**config.mk**
```make
export PLATFORM = sky130hd
export DESIGN_NAME = bmmd_ctrl
export DESIGN_NICKNAME = d
export VERILOG_FILES = /design/src/hdl/bmmd_pkg.sv /design/src/hdl/bmmd_ctrl.sv
export SDC_FILE = /design/constraint.sdc
export NUM_CORES = 1
export LEC_CHECK = 0
export BUFFER_PORTS_ARGS = -buffer_cell sky130_fd_sc_hd__clkbuf_2
export CORE_AREA = 2 2 39 41
export CTS_BUF_LIST = sky130_fd_sc_hd__clkbuf_4 sky130_fd_sc_hd__clkbuf_8 sky130_fd_sc_hd__clkbuf_16
export DETAILED_ROUTE_END_ITERATION = 8
export DIE_AREA = 0 0 41 43
export SLEW_MARGIN = 20
export SYNTH_ARGS = -nofsm -noshare
export SYNTH_HDL_FRONTEND = slang
export SYNTH_SLANG_ARGS = --single-unit
```
**constraint.sdc**
```tcl
create_clock -name clk -period 2.2 [get_ports clk]
set_input_delay 0.33 -clock clk [delete_from_list [all_inputs] [get_ports clk]]
set_output_delay 0.33 -clock clk [all_outputs]
set_load 0.01 [all_outputs]
```
**src/hdl/bmmd_pkg.sv**
```systemverilog
// banked memory map decoder: shared types, codes and store sizes
// no dependencies; used by every other file of the block

package bmmd_pkg;

  localparam int VRAM_BYTES     = 16384;
  localparam int WRAM_BYTES     = 32768;
  localparam int HRAM_BYTES     = 128;
  localparam int BOOT_ROM_BYTES = 2048;

  localparam int VRAM_AW = $clog2(VRAM_BYTES);
  localparam int WRAM_AW = $clog2(WRAM_BYTES);
  localparam int HRAM_AW = $clog2(HRAM_BYTES);
  localparam int BOOT_AW = $clog2(BOOT_ROM_BYTES);

  localparam int CLR_DEPTH_VW = (VRAM_BYTES > WRAM_BYTES) ? VRAM_BYTES : WRAM_BYTES;
  localparam int CLR_DEPTH    = (CLR_DEPTH_VW > HRAM_BYTES) ? CLR_DEPTH_VW : HRAM_BYTES;
  localparam int CLR_W        = $clog2(CLR_DEPTH);

  localparam int IDX_W = 17;

  localparam int OP_W    = 2;
  localparam int ADDR_W  = 16;
  localparam int DATA_W  = 8;
  localparam int ROUTE_W = 2;
  localparam int CFG_IW  = 2;
  localparam int CFG_DW  = 8;
  localparam int WBANK_W = 3;

  localparam logic [OP_W-1:0] OP_CPU_RD    = 2'd0;
  localparam logic [OP_W-1:0] OP_CPU_WR    = 2'd1;
  localparam logic [OP_W-1:0] OP_PPU_RD    = 2'd2;
  localparam logic [OP_W-1:0] OP_BOOT_LOAD = 2'd3;

  localparam logic [ROUTE_W-1:0] ROUTE_INTERNAL = 2'd0;
  localparam logic [ROUTE_W-1:0] ROUTE_OAM      = 2'd1;
  localparam logic [ROUTE_W-1:0] ROUTE_IO       = 2'd2;
  localparam logic [ROUTE_W-1:0] ROUTE_CART     = 2'd3;

  localparam logic [CFG_IW-1:0] CFG_VRAM_BANK  = 2'd0;
  localparam logic [CFG_IW-1:0] CFG_WRAM_BANK  = 2'd1;
  localparam logic [CFG_IW-1:0] CFG_BOOT_EN    = 2'd2;
  localparam logic [CFG_IW-1:0] CFG_BOOT_LARGE = 2'd3;

  localparam logic [ADDR_W-1:0] ADDR_VRAM_LO  = 16'h8000;
  localparam logic [ADDR_W-1:0] ADDR_VRAM_HI  = 16'hA000;
  localparam logic [ADDR_W-1:0] ADDR_WRAM_LO  = 16'hC000;
  localparam logic [ADDR_W-1:0] ADDR_WRAM_BNK = 16'hD000;
  localparam logic [ADDR_W-1:0] ADDR_ECHO_LO  = 16'hE000;
  localparam logic [ADDR_W-1:0] ADDR_OAM_LO   = 16'hFE00;
  localparam logic [ADDR_W-1:0] ADDR_IO_LO    = 16'hFF00;
  localparam logic [ADDR_W-1:0] ADDR_HRAM_LO  = 16'hFF80;
  localparam logic [ADDR_W-1:0] ADDR_IE       = 16'hFFFF;
  localparam logic [ADDR_W-1:0] ADDR_PPU_HI   = 16'hC000;
  localparam logic [ADDR_W-1:0] ECHO_OFFSET   = 16'h2000;
  localparam logic [ADDR_W-1:0] MASK_8K       = 16'h1FFF;
  localparam logic [ADDR_W-1:0] MASK_16K      = 16'h3FFF;
  localparam logic [ADDR_W-1:0] MASK_4K       = 16'h0FFF;
  localparam logic [ADDR_W-1:0] BOOT_WIN0_HI  = 16'h0100;
  localparam logic [ADDR_W-1:0] BOOT_WIN1_LO  = 16'h0200;
  localparam logic [ADDR_W-1:0] BOOT_WIN1_HI  = 16'h0900;
  localparam logic [ADDR_W-1:0] BOOT_WIN1_OFS = 16'h0100;

  localparam logic [DATA_W-1:0] BAD_READ_DATA = 8'hFF;

  typedef struct packed {
    logic [OP_W-1:0]   operation;
    logic [ADDR_W-1:0] address;
    logic [DATA_W-1:0] data_value;
    logic              has_side_effect;
  } item_t;

  typedef struct packed {
    logic [DATA_W-1:0]  read_data;
    logic [ROUTE_W-1:0] route;
    logic [ADDR_W-1:0]  forward_address;
    logic [DATA_W-1:0]  forward_data;
    logic               forward_is_write;
    logic               forward_side_effect;
    logic               bad_access;
  } result_t;

  typedef struct packed {
    logic accept;
    logic load_out;
    logic clear;
  } cmd_t;

  typedef struct packed {
    logic clear_last;
  } sts_t;

endpackage

```
**src/hdl/bmmd_ctrl.sv**
```systemverilog
// controller: store clearing after reset, item accept and result hand-off
// depends on bmmd_pkg for command and status types

module bmmd_ctrl (
  input  logic           clk,
  input  logic           rst_n,
  input  logic           in_valid,
  output logic           in_ready,
  output logic           out_valid,
  input  logic           out_ready,
  input  bmmd_pkg::sts_t sts,
  output bmmd_pkg::cmd_t cmd
);

  localparam logic [1:0] S_CLEAR = 2'd0;
  localparam logic [1:0] S_IDLE  = 2'd1;
  localparam logic [1:0] S_READ  = 2'd2;
  localparam logic [1:0] S_DONE  = 2'd3;

  logic [1:0] state_r;
  logic [1:0] state_nxt;
  logic       accept;

  assign in_ready  = (state_r == S_IDLE) || ((state_r == S_DONE) && out_ready);
  assign out_valid = (state_r == S_DONE);
  assign accept    = in_valid && in_ready;

  always_comb begin
    cmd.accept   = accept;
    cmd.load_out = (state_r == S_READ);
    cmd.clear    = (state_r == S_CLEAR);
  end

  always_comb begin
    state_nxt = state_r;
    case (state_r)
      S_CLEAR: begin
        if (sts.clear_last) begin
          state_nxt = S_IDLE;
        end
      end
      S_IDLE: begin
        if (accept) begin
          state_nxt = S_READ;
        end
      end
      S_READ: begin
        state_nxt = S_DONE;
      end
      S_DONE: begin
        if (out_ready) begin
          state_nxt = accept ? S_READ : S_IDLE;
        end
      end
      default: begin
        state_nxt = S_CLEAR;
      end
    endcase
  end

  always_ff @(posedge clk) begin
    if (!rst_n) begin
      state_r <= S_CLEAR;
    end else begin
      state_r <= state_nxt;
    end
  end

endmodule

```
# Word level (Yosys, flattened, before mapping)
# Cells that the tools add are included.
# word_totals
out_inout_bits,5
ff_bits,2
inputBits,5
word_cells,17
# classes
n_mux,5
reduce_logical,5
n_eq_ne,6
# ops
operator,count
two-way mux 2 bit,4
one-hot mux 2 bit (4 select lines),1
== test 2 bit (second input constant),2
inequality test 2 bit (second input constant),2
AND reduction 3 bit,1
== test 2 x 1 -> 1 bit (second input constant),1
logical AND 1 bit,2
logical NOT 2 bit,1
inequality test 2 x 1 -> 1 bit (second input constant),1
logical OR 1 bit,1

# Logic depth before layout (Yosys ltp)
# depth
depth_word,7
ltp_mapped,3
depth_no_buf,3

# Least setup slack after synthesis
# OpenSTA, ideal clock, no wires.
# synth_path
path_kind,register to output
startpoint,register state_r[0]
endpoint,output port in_ready
n_path_buf,0
slack_ps,1143
stages_incl_launch_ff,2
t_arrival_ps,727
path_cell_list,dfxtp_1 -> a21boi_0
# synth_via
elab_chain_len,3
word_cells_on_any_way,4
classes_between,eq/ne (2); reduce/logical (2)
# synth_lines
element,line,rtl
from (decl),bmmd_ctrl.sv:20,logic [1:0] state_r;
from (signal assigned),bmmd_ctrl.sv:65,state_r <= state_nxt;
== test 2 bit,bmmd_ctrl.sv:24,assign in_ready = (state_r == S_IDLE) || ((state_r == S_DONE) && out_ready);
logical AND 1 bit,bmmd_ctrl.sv:24,
logical OR 1 bit (*),bmmd_ctrl.sv:24,
to (decl),bmmd_ctrl.sv:8,"output logic in_ready,"
# Every way passes the cells marked *; elsewhere a longest branch is shown, timed or not.

==> summary.md <==
| Metric | Value |
|---|---|
| First-pass GRT wire length | 351 um |
| Drt drc | 0 |
| Ant. Diodes | 0 |
| Fillers | 161 |
| Core Box Area | 1380 sq um |
| Number of gates resized after CTS | 0 |
| Crit path time final | 1.39 ns |
| Crit path kind | flip-flop to primary output |
| Yosys cell types | 11 |
| Finished Cell Area | 200 sq um |
| Max Fclk | 722 MHz |
| Arrival @ worst endpoint | 1.06 ns |
| Clk root buf | clkbuf_4 |
| RSZ-0062 raised after global routing | false |
| DR pass1 iterations | 1 |
| Final Cycle Share | 0.630 |
| I/O Pins | 10 |
| CP max FO | 8 |
| Top_reg_cell synth | dfxtp_1 |
| Yosys top cell by area | dfxtp_1 |
| Count leader, synth | nand2_1 |
| Vias in the first global route | 108 |
| Fin. Hold Viols | 0 |
| Layout cells sized above 1 | 0.448 |
| Post-Layout Cell Count | 45 |
| Std-Cell Rows | 14 |
| Buffers on Ports | 9 |
| CTS tree | yes |
| CTS buffer count | 3 |
| CP required | 1.87 ns |
| Simple-Gate Fraction of Synth Area | 0.292 |
| Overall power | 0.000157 W |
| Initial Utilization | 0.0868 |
| Power Dens Cells | 786 nW/um^2 |
| Hold depth | 3 |
| Final HPWL DP | 237 um |
| Largest net degree at the start of global routing | 9 |
| Mapped Area | 120 sq um |
| GP Congestion | 0.462 |
| Post-synthesis async set-or-reset flop share | 0 |
| Vias per cell | 3.29 |
| Startpoint Class | flip-flop |
| Seq. cell area | 40.0 sq um |
| Total grt overflow | 0 |
| Total negative slack | 0 ns |
| Syn Nets | 23 |
| Max-Slew Margin vs Limit | 0.853 |
| Number of synthesized flops with an enable pin | 0 |
| Worst r2r path cells | 3 |
| Clock Path Buffers | 2 |
| Worst hold path class | input pin to flip-flop |
| # hold bufs at CTS | 0 |
| Synth Area in Compound Gates | 0.250 |
| Routed vias | 148 |
| Placed cell areas | 178 sq um |
| Area of the multi-input gates | 65.1 sq um |
| DR WL/cell | 6.96 um |
| Count of final max-slew check failures | 0 |
| Clock Latency Late Sink | 0.23 ns |
| Number of max-cap violations | 0 |
| Initial drt markers | 0 |
| Setup Skew | 0.00367 ns |
| Sequential-to-total area share from yosys stat | 0.333 |
| Largest cells by area after synthesis | dfxtp_1 33%, nand2_1 13%, a21oi_1 8.3%, a21boi_0 6.3%, a21boi_1 6.3% |
| Htree depth | 1 |
| Share of Yosys cell area claimed by the top area cell type | 0.333 |
| Setup Fix Bufs, Post-CTS | 0 |
| Syn Area/Cell | 6.67 sq um |
| Max reg flops | 2 |
| Post-placement cell count | 42 |
| Xor/xnor cell area share of the yosys netlist | 0 |
| Clock sink count | 2 |
| Final nets | 36 |
| Routed wire length | 313 um |
| Post-Synth Adder-Cell Area | 0 |
| Regs by FF count | state_r x2 |
| Die area | 1760 sq um |
| Post-Syn Instances | 18 |
| Worst-margin pin slew | 0.221 ns |
| #FFs+latches synth | 2 |
| Status | completed |
| Leakage | 0.102 nW |
| Final hold slack | 0.310 ns |
| Antenna viol nets, final | 0 |
| Die X | 41 um |
| Worst setup EP type | primary output |
| Largest family of logic cells by synthesized area | simple AND/OR/NAND/NOR gates |
| Antenna violations before repair | 0 |
| Max IR drop VDD | 78.8 uV |
| Overall global routing resource usage | 0.0400 |
| Endpoints failing setup | 0 |
| Die height | 43 um |
| Synth cell count leaders | 4 x nand2_1, 2 x a21oi_1, 2 x dfxtp_1, 2 x inv_1, 2 x nor2_1 |
| Reg with most FFs | state_r |
| Synthesis-to-finish area growth | 66.7% |
| Clk slew on worst S/H paths | 0.03 ns |
| Multiplexer share of the synthesized area | 0 |
| Synth warn | 0 |
## path summary, 6_finish.rpt
check,startpoint,endpoint,slack [ns]
max,state_r[0]$_SDFFE_PN0P_,cmd[2],0.81
min,rst_n,state_r[0]$_SDFFE_PN0P_,0.31
max reg2reg,state_r[0]$_SDFFE_PN0P_,state_r[0]$_SDFFE_PN0P_,1.36
min reg2reg,state_r[1]$_SDFFE_PN0P_,state_r[1]$_SDFFE_PN0P_,0.52
## cell type report
| type | instances | share of cell area |
|---|---|---|
| multi-input cells | 13 | 0.325 |
| inverters | 2 | 0.0375 |
| clock buffers | 3 | 0.112 |
| repair buffers | 9 | 0.225 |
| well taps | 16 | 0.100 |
| flip-flops and latches | 2 | 0.200 |
## through the flow
| stage | utilization | setup slack [ns] |
|---|---|---|
| 6_report | 0.145 | 0.815 |
| 5_1_grt | 0.145 | 0.727 |
| 4_1_cts | 0.145 | 0.806 |
| 3_5_place_dp | 0.128 | 1.06 |
| 3_3_place_gp | 0.128 | 1.07 |
| 2_1_floorplan | - | 1.14 |
## report_power, final
part	total (W)	switching, W	internal (W)
Sequential	0.0000449	0.00000503	0.0000399
Combinational	0.0000268	0.0000139	0.0000128
Clock	0.0000857	0.0000252	0.0000605
Total	0.000157	0.0000441	0.000113
## logic make-up after synthesis
group                  after synthesis
AOI/OAI and AO/OA                    5
and+or+nand+nor                      8
buffers and inverters                3
DFF                                  2
## routing by layer
layer	track usage	routed length, um
met1	0.0223	119
met2	0.0469	143
met3	0.0157	28
met4	0.100	21
met5	0	0
## placed cells by master (no fill, tap or decap)
master,netlist,final
dfxtp_1,2,2
nand2_1,4,4
a21oi_1,2,2
and2_2,1,1
inv_1,2,2
clkbuf_4,0,3
a21boi_0,1,1
nor2_1,2,2
a21boi_1,1,1
nand3_1,1,1
clkbuf_2,0,9
o21ai_1,1,1
## worst max-delay path, stage by stage (launching register included)
cell and delay [ns]:
dfxtp_1 0.43, nand2_1 0.12, a21oi_1 0.13, clkbuf_2 0.15
Note: power is estimated with default switching activity, not from simulation.
